$ cat src/rtl/pcgsd_pkg.sv
package pcgsd_pkg;

	localparam int unsigned FuncW   = 2;
	localparam int unsigned IndexW  = 24;
	localparam int unsigned StreamW = 7;
	localparam int unsigned CountW  = 25;
	localparam int unsigned RankW   = 16;
	localparam int unsigned WordW   = 32;
	localparam int unsigned CfgIdxW = 1;
	localparam int unsigned InDataW = 64;

	localparam logic [63:0] LCG_MULT     = 64'd6364136223846793005;
	localparam logic [63:0] SM_GOLDEN    = 64'h9e3779b97f4a7c15;
	localparam logic [63:0] SM_MIX1      = 64'hbf58476d1ce4e5b9;
	localparam logic [63:0] SM_MIX2      = 64'h94d049bb133111eb;
	localparam logic [63:0] STATE_OFFSET = 64'h853c49e6748fea9b;
	localparam logic [63:0] INC_OFFSET   = 64'hda3e39cb94b95bdb;
	// offset and golden ratio folded into one constant per seed half
	localparam logic [63:0] SEED_STATE   = STATE_OFFSET + SM_GOLDEN;
	localparam logic [63:0] SEED_INC     = INC_OFFSET + SM_GOLDEN;

	typedef enum logic [FuncW-1:0] {
		FN_DRAW   = 2'd0,
		FN_RESEED = 2'd1,
		FN_INIT   = 2'd2
	} func_t;

	typedef enum logic [CfgIdxW-1:0] {
		REG_ELEMENT_COUNT = 1'd0,
		REG_NODE_RANK     = 1'd1
	} reg_idx_t;

	typedef enum logic [2:0] {
		ST_IDLE,
		ST_DRAW,
		ST_EMIT,
		ST_KEY,
		ST_MIXA,
		ST_MIXB
	} fsm_t;

	typedef struct packed {
		logic        start;
		logic [63:0] a;
		logic [63:0] b;
		logic [63:0] addend;
	} mul_req_t;

	typedef struct packed {
		logic        busy;
		logic        done;
		logic [63:0] result;
	} mul_rsp_t;

	function automatic logic [63:0] premix1(input logic [63:0] v);
		return v ^ (v >> 30);
	endfunction

	function automatic logic [63:0] premix2(input logic [63:0] v);
		return v ^ (v >> 27);
	endfunction

	function automatic logic [63:0] postmix(input logic [63:0] v);
		return v ^ (v >> 31);
	endfunction

	// XSH-RR output permutation of the old state
	function automatic logic [WordW-1:0] xsh_rr(input logic [63:0] p);
		logic [63:0] x;
		logic [WordW-1:0] xs;
		logic [2*WordW-1:0] dbl;
		x   = (p >> 18) ^ p;
		xs  = x[58:27];
		dbl = {xs, xs} >> p[63:59];
		return dbl[WordW-1:0];
	endfunction

endpackage

$ cat src/rtl/pcg32_generator_with_pair_seeding_core.sv
// Draw: the word leaves on m_tdata once the LCG multiply is done and the output register is free.
// Reseed: one key multiply and four mixing multiplies; init: no output.
// Draws and reseeds share the one 64-bit multiplier, which handles one multiply at a time.
// A finished word waits in the output register while the next input word is taken.
// Reset (arst_n low, asynchronous) loads the default state and increment,
// element_count = 1, node_rank = 0, and empties the output register.
module pcg32_generator_with_pair_seeding_core (
	input  logic                               clk,
	input  logic                               arst_n,
	input  logic                               s_tvalid,
	output logic                               s_tready,
	// func[1:0], first_index[25:2], second_index[49:26], stream_number[56:50], zero pad
	input  logic [pcgsd_pkg::InDataW-1:0]      s_tdata,
	output logic                               m_tvalid,
	input  logic                               m_tready,
	// random_word[31:0]
	output logic [pcgsd_pkg::WordW-1:0]        m_tdata,
	input  logic                               wr_en,
	input  logic [pcgsd_pkg::CfgIdxW-1:0]      wr_index,
	input  logic [pcgsd_pkg::CountW-1:0]       wr_data
);
	import pcgsd_pkg::*;

	// unpacked input fields
	func_t               func;
	logic [IndexW-1:0]   first_index, second_index, lo, hi;
	logic [StreamW-1:0]  stream_number;
	logic                accept;

	// generator state and configuration
	logic [63:0]         state_q, inc_q, key_q;
	logic [CountW-1:0]   element_count_q;
	logic [RankW-1:0]    node_rank_q;
	logic [RankW+StreamW-1:0] seed;

	// sequencer
	fsm_t                fsm_q, fsm_d;
	logic                half_q;
	logic                out_free;
	logic [63:0]         mix_fin;

	// output register
	logic                m_valid_q;
	logic [WordW-1:0]    word_q, m_data_q;

	mul_req_t            mreq;
	mul_rsp_t            mrsp;

	assign func          = func_t'(s_tdata[1:0]);
	assign first_index   = s_tdata[25:2];
	assign second_index  = s_tdata[49:26];
	assign stream_number = s_tdata[56:50];

	assign s_tready = (fsm_q == ST_IDLE);
	assign accept   = s_tvalid && s_tready;
	assign out_free = !m_valid_q || m_tready;

	// order the pair so the key is symmetric
	assign lo      = (first_index < second_index) ? first_index : second_index;
	assign hi      = (first_index < second_index) ? second_index : first_index;
	assign seed    = {node_rank_q, stream_number};
	assign mix_fin = postmix(mrsp.result);

	pcgsd_mul u_mul (
		.clk    (clk),
		.arst_n (arst_n),
		.req    (mreq),
		.rsp    (mrsp)
	);

	// next state
	always_comb begin
		fsm_d = fsm_q;
		unique case (fsm_q)
			ST_IDLE: begin
				if (accept) begin
					case (func)
						FN_DRAW:   fsm_d = ST_DRAW;
						FN_RESEED: fsm_d = ST_KEY;
						default:   fsm_d = ST_IDLE;
					endcase
				end
			end
			ST_DRAW: if (mrsp.done) fsm_d = ST_EMIT;
			ST_EMIT: if (out_free) fsm_d = ST_IDLE;
			ST_KEY:  if (mrsp.done) fsm_d = ST_MIXA;
			ST_MIXA: if (mrsp.done) fsm_d = ST_MIXB;
			ST_MIXB: if (mrsp.done) fsm_d = half_q ? ST_IDLE : ST_MIXA;
			default: fsm_d = ST_IDLE;
		endcase
	end

	// multiplier requests
	always_comb begin
		mreq = '0;
		unique case (fsm_q)
			ST_IDLE: begin
				if (accept && func == FN_DRAW) begin
					// advance the LCG; the low increment bit is forced to one
					mreq.start  = 1'b1;
					mreq.a      = state_q;
					mreq.b      = LCG_MULT;
					mreq.addend = inc_q | 64'd1;
				end else if (accept && func == FN_RESEED) begin
					mreq.start  = 1'b1;
					mreq.a      = {{(64-IndexW){1'b0}}, lo};
					mreq.b      = {{(64-CountW){1'b0}}, element_count_q};
					mreq.addend = {{(64-IndexW){1'b0}}, hi};
				end
			end
			ST_KEY: begin
				if (mrsp.done) begin
					mreq.start = 1'b1;
					mreq.a     = premix1(mrsp.result + SEED_STATE);
					mreq.b     = SM_MIX1;
				end
			end
			ST_MIXA: begin
				if (mrsp.done) begin
					mreq.start = 1'b1;
					mreq.a     = premix2(mrsp.result);
					mreq.b     = SM_MIX2;
				end
			end
			ST_MIXB: begin
				// second pass mixes the increment half from the held key
				if (mrsp.done && !half_q) begin
					mreq.start = 1'b1;
					mreq.a     = premix1(key_q + SEED_INC);
					mreq.b     = SM_MIX1;
				end
			end
			default: mreq = '0;
		endcase
	end

	always_ff @(posedge clk or negedge arst_n) begin
		if (!arst_n) begin
			fsm_q           <= ST_IDLE;
			half_q          <= 1'b0;
			state_q         <= STATE_OFFSET;
			inc_q           <= INC_OFFSET;
			element_count_q <= CountW'(1);
			node_rank_q     <= '0;
			m_valid_q       <= 1'b0;
		end else begin
			fsm_q <= fsm_d;

			if (wr_en) begin
				unique case (reg_idx_t'(wr_index))
					REG_ELEMENT_COUNT: element_count_q <= wr_data;
					REG_NODE_RANK:     node_rank_q     <= wr_data[RankW-1:0];
					default:           ;
				endcase
			end

			if (accept && func == FN_INIT) begin
				state_q <= STATE_OFFSET + {{(64-RankW-StreamW){1'b0}}, seed};
				inc_q   <= INC_OFFSET + {{(63-RankW-StreamW){1'b0}}, seed, 1'b0};
			end

			if (fsm_q == ST_DRAW && mrsp.done)
				state_q <= mrsp.result;

			if (fsm_q == ST_MIXB && mrsp.done) begin
				if (half_q)
					inc_q <= mix_fin;
				else
					state_q <= mix_fin;
				half_q <= !half_q;
			end

			// load the next word when the register frees, else drop it once taken
			if (fsm_q == ST_EMIT && out_free)
				m_valid_q <= 1'b1;
			else if (m_valid_q && m_tready)
				m_valid_q <= 1'b0;
		end
	end

	// payload registers
	always_ff @(posedge clk) begin
		if (accept && func == FN_DRAW)
			word_q <= xsh_rr(state_q);
		if (fsm_q == ST_KEY && mrsp.done)
			key_q <= mrsp.result;
		if (fsm_q == ST_EMIT && out_free)
			m_data_q <= word_q;
	end

	assign m_tvalid = m_valid_q;
	assign m_tdata  = m_data_q;

	// the shared multiplier is never restarted mid-operation
	assert property (@(posedge clk) disable iff (!arst_n) !(mreq.start && mrsp.busy))
		else $error("multiplier started while busy");

	// a multiply result only arrives while the sequencer waits for one
	assert property (@(posedge clk) disable iff (!arst_n)
		mrsp.done |-> (fsm_q == ST_DRAW || fsm_q == ST_KEY || fsm_q == ST_MIXA ||
			fsm_q == ST_MIXB))
		else $error("multiplier result with no consumer");

	// the increment half is only in flight during mixing
	assert property (@(posedge clk) disable iff (!arst_n)
		half_q |-> (fsm_q == ST_MIXA || fsm_q == ST_MIXB))
		else $error("mix half flag left set");

	// a draw always starts the multiplier and moves to the draw state
	assert property (@(posedge clk) disable iff (!arst_n)
		(accept && func == FN_DRAW) |-> mreq.start ##1 (fsm_q == ST_DRAW))
		else $error("draw not started");

	// an emitted word never overwrites one still waiting
	assert property (@(posedge clk) disable iff (!arst_n)
		(fsm_q == ST_EMIT && m_valid_q && !m_tready) |=> $stable(m_data_q))
		else $error("output word overwritten");

endmodule

$ cat src/rtl/pcgsd_mul.sv
module pcgsd_mul (
	input  logic                clk,
	input  logic                arst_n,
	input  pcgsd_pkg::mul_req_t req,
	output pcgsd_pkg::mul_rsp_t rsp
);
	import pcgsd_pkg::*;

	// low 64 bits of a*b+addend from three 32x32 partial products
	logic [63:0] a_q, b_q, add_q, acc_q, prod_q;
	logic [1:0]  step_q;
	logic        busy_q, done_q;
	logic [31:0] x, y;
	logic [63:0] prod_d;

	always_comb begin
		x = (step_q == 2'd2) ? a_q[63:32] : a_q[31:0];
		y = (step_q == 2'd1) ? b_q[63:32] : b_q[31:0];
	end

	assign prod_d = x * y;

	always_ff @(posedge clk or negedge arst_n) begin
		if (!arst_n) begin
			busy_q <= 1'b0;
			done_q <= 1'b0;
			step_q <= 2'd0;
		end else begin
			done_q <= !req.start && busy_q && (step_q == 2'd3);
			if (req.start) begin
				busy_q <= 1'b1;
				step_q <= 2'd0;
			end else if (busy_q) begin
				step_q <= step_q + 2'd1;
				if (step_q == 2'd3)
					busy_q <= 1'b0;
			end
		end
	end

	always_ff @(posedge clk) begin
		if (req.start) begin
			a_q   <= req.a;
			b_q   <= req.b;
			add_q <= req.addend;
		end else if (busy_q) begin
			prod_q <= prod_d;
			case (step_q)
				2'd0:    ;
				2'd1:    acc_q <= add_q + prod_q;
				default: acc_q <= acc_q + {prod_q[31:0], 32'd0};
			endcase
		end
	end

	assign rsp.busy   = busy_q;
	assign rsp.done   = done_q;
	assign rsp.result = acc_q;

endmodule
$ cat config.mk
export PLATFORM = sky130hd
export DESIGN_NAME = pcg32_generator_with_pair_seeding_core
export DESIGN_NICKNAME = d
export VERILOG_FILES = /design/src/rtl/pcgsd_pkg.sv /design/src/rtl/pcg32_generator_with_pair_seeding_core.sv /design/src/rtl/pcgsd_mul.sv
export SDC_FILE = /design/constraint.sdc
export NUM_CORES = 2
export LEC_CHECK = 0
export BUFFER_PORTS_ARGS = -buffer_cell sky130_fd_sc_hd__buf_2
export CAP_MARGIN = 40
export CORE_AREA = 4 4 529 531
export CTS_CLUSTER_SIZE = 28
export DETAILED_ROUTE_END_ITERATION = 6
export DIE_AREA = 0 0 533 535
export PLACE_DENSITY = 0.5
export SLEW_MARGIN = 15
export SYNTH_ARGS = -nofsm -noshare
export SYNTH_HDL_FRONTEND = slang
export SYNTH_SLANG_ARGS = --single-unit
$ cat constraint.sdc
create_clock -name clk -period 20.8 [get_ports clk]
set_input_delay 4.16 -clock clk [delete_from_list [all_inputs] [get_ports clk]]
set_output_delay 4.16 -clock clk [all_outputs]
set_load 0.05 [all_outputs]
==> results.ini <==
[worst_hold_path]
hp-class = register to register
hold_path_startpoint = word_q[0]

[worst_setup_path]
max_stage_delay_ns = 0.71
worst_setup_path_start_kind = register
crit_top_cell = fa_1
crit_slowest_cell = nor2_1
critPathMaxFanout = 23
path_class = register to register
setup.worst_path.start = u_mul.step_q[1]
critPathCaptureType = register
rr_startpoint = u_mul.step_q[1]
cp.required_ns = 21.21
r2r_slack_ns = 10.19
arrival_ns = 11.03

[clock_network]
clock_sinks = 592
cts.repair.resized = 0
cts_root_buf = clkbuf_16
numCtsBuffers = 71
h-tree-depth = 3
cts.path.max_buffers = 3
path_clk_slew_ns = 0.07
hold_buffers = 0
post-cts-setup-buffer-count = 0
clk_latency_ns = 0.69
cts_tree = done

[routing]
antenna_left = 0
viasPerCell = 5.03
drtIter0Drc = 5879
drc = 15
first_pass_iters = 7
wl_per_cell_um = 25.0
dr_total_vias = 55600
wl_mm = 276

[logic_synthesis]
synth_area_um2 = 68600
yosys_most_used_dff = edfxtp_1
synth-seq-cells = 592
synth_top_area_cell = fa_1
netlist_top_cells_count = 987 x inv_1, 910 x nand2_1, 898 x fa_1
synth_edf_count = 415
yosysMostFrequentCell = inv_1
synth_area_per_cell_um2 = 9.33
yosysSeqAreaShare = 0.247
synthCells = 7356
syn_nets = 8738
ys_warn_count = 0
netlist_top_cells_area = fa_1 26%, edfxtp_1 18%, ha_1 7.1%, inv_1 5.4%, nand2_1 5.0%
async_flop_share = 0.299
synth_top_area_share = 0.262
ys_types = 101

[global_route]
gr-usage-met1 = 0.260
globalRouteMet3Util = 0.0318
grt_pass1_wl_mm = 397
grt_overflow_total = 0
antenna_found_initial = 35
busiest_layer = met2
grt_max_degree = 66
grt_use_total = 0.189
grt_pass1_vias = 55900
use_met2 = 0.281

[timing]
tightest_slew_ns = 0.974
skew_ns = 0.0633
setup_tns_ns = 0
slew_viol_final = 0
setup_viol = 0
fmax_mhz = 94.2
rsz0062_at_grt = false
slew_headroom = 0.346
fin_crit_sh = 0.510
hold_viol_final = 0
period_minus_slack_ns = 10.61

[layout]
nNetsFinal = 8677
area_growth_pct = 11.5
drive_above_1_share = 0.0943

[outcome]
violations = design-rule violations
status = finished, violations left

[place]
dp_hpwl_mm = 216
port_buffers = 121
gp_congestion = 0.974

[run]
cap_violations = 0

[floorplanning]
core_um2 = 276000
start_util = 0.249
fp.dieW_um = 533
die-height_um = 535
die-area_um2 = 285000
num_rows = 193
io_pins = 129

flip-flops by register name, summed over array words and instances (netlist names):
signal,count
u_mul.busy_q,1
u_mul.prod_q,64
element_count_q,25
word_q,32
node_rank_q,16
u_mul.a_q,64
u_mul.add_q,64
m_tdata,32
inc_q,63
u_mul.b_q,31
state_q,64
fsm_q,3
half_q,1
u_mul.step_q,2
u_mul.acc_q,64
u_mul.done_q,1
m_tvalid,1
key_q,64
metrics by stage:
stage / area [um2] / hold WS [ns] / setup slack [ns] / utilization / cells
3_3_place_gp: 73700 / 0.410 / 10.20 / 0.267 / 10900
5_1_grt: 76500 / 0.407 / 9.80 / 0.278 / 11100
2_1_floorplan: 68600 / 0.400 / 8.09 / - / 7356
3_5_place_dp: 74100 / 0.405 / 10.24 / 0.269 / 10900
6_report: 76500 / 0.407 / 10.19 / 0.278 / 11100
4_1_cts: 76400 / 0.397 / 10.25 / 0.277 / 11100
cell type report:
class | instances | area, um2
fillers | 29300 | 199000
multi-input cells | 5332 | 46500
flip-flops and latches | 592 | 17000
well taps | 3705 | 4640
inverters | 992 | 3730
repair buffers | 306 | 2280
clock buffers | 89 | 1950
clock inverters | 41 | 409
diodes | 9 | 22.5
critical path: cells and delay by family (launching register included):
| kind | cells | cell delay, ns |
|---|---|---|
| compound gates | 8 | 2.50 |
| xor+xnor | 1 | 0.19 |
| fa+ha+maj | 10 | 4.91 |
| buf+inv | 8 | 1.23 |
| flops | 1 | 0.44 |
| simple gates | 4 | 1.08 |
cells by family (layout without fill, tap and decap cells):
family | after synthesis | in the layout | synth area share
and+or+nand+nor | 2101 | 2101 | 0.130
buffers and inverters | 1432 | 1428 | 0.0785
adders and majority gates | 1287 | 1287 | 0.333
AOI/OAI and AO/OA | 1269 | 1269 | 0.119
DFF | 592 | 592 | 0.247
xor gates and xnor gates | 440 | 440 | 0.0563
muxes | 235 | 235 | 0.0365
other | 0 | 9 | 0
placed cells by master (no fill, tap or decap), types with 38 or more instances in the layout:
cell and n:
buf_4 160, mux2_2 92, a21oi_1 357, clkbuf_16 73
a31oi_1 38, nand2_1 910, o21ai_0 303, ha_1 387
xnor2_1 259, inv_1 986, a21o_1 118, xor2_1 180
buf_2 123, nand3_1 60, edfxtp_1 415, fa_1 898
nor3_1 55, nor2_1 767, mux2i_1 117, nand4_1 51
dfrtp_1 105, and2_1 68, dfstp_2 72
final timing paths:
path / endpoint / depth (start not counted)
worst min register to register: m_tdata[0] / 0
min in group asynchronous: m_tvalid / 1
max in group asynchronous: state_q[7] / 3
worst min-delay path: m_tdata[0] / 0
worst max register to register: u_mul.prod_q[60] / 31
worst max-delay path: u_mul.prod_q[60] / 31
per-layer routing:
metal	part of all wire	vias to the layer above	routed length [um]
li1	-	24000	-
met1	0.43	28600	119000
met2	0.43	2547	117000
met3	0.080	482	22000
met4	0.065	6	17900
met5	0.00013	-	35
Power is left out: the tool's default activity adds up to more than one toggle a clock period on the data nets, which glitch-free logic cannot reach.
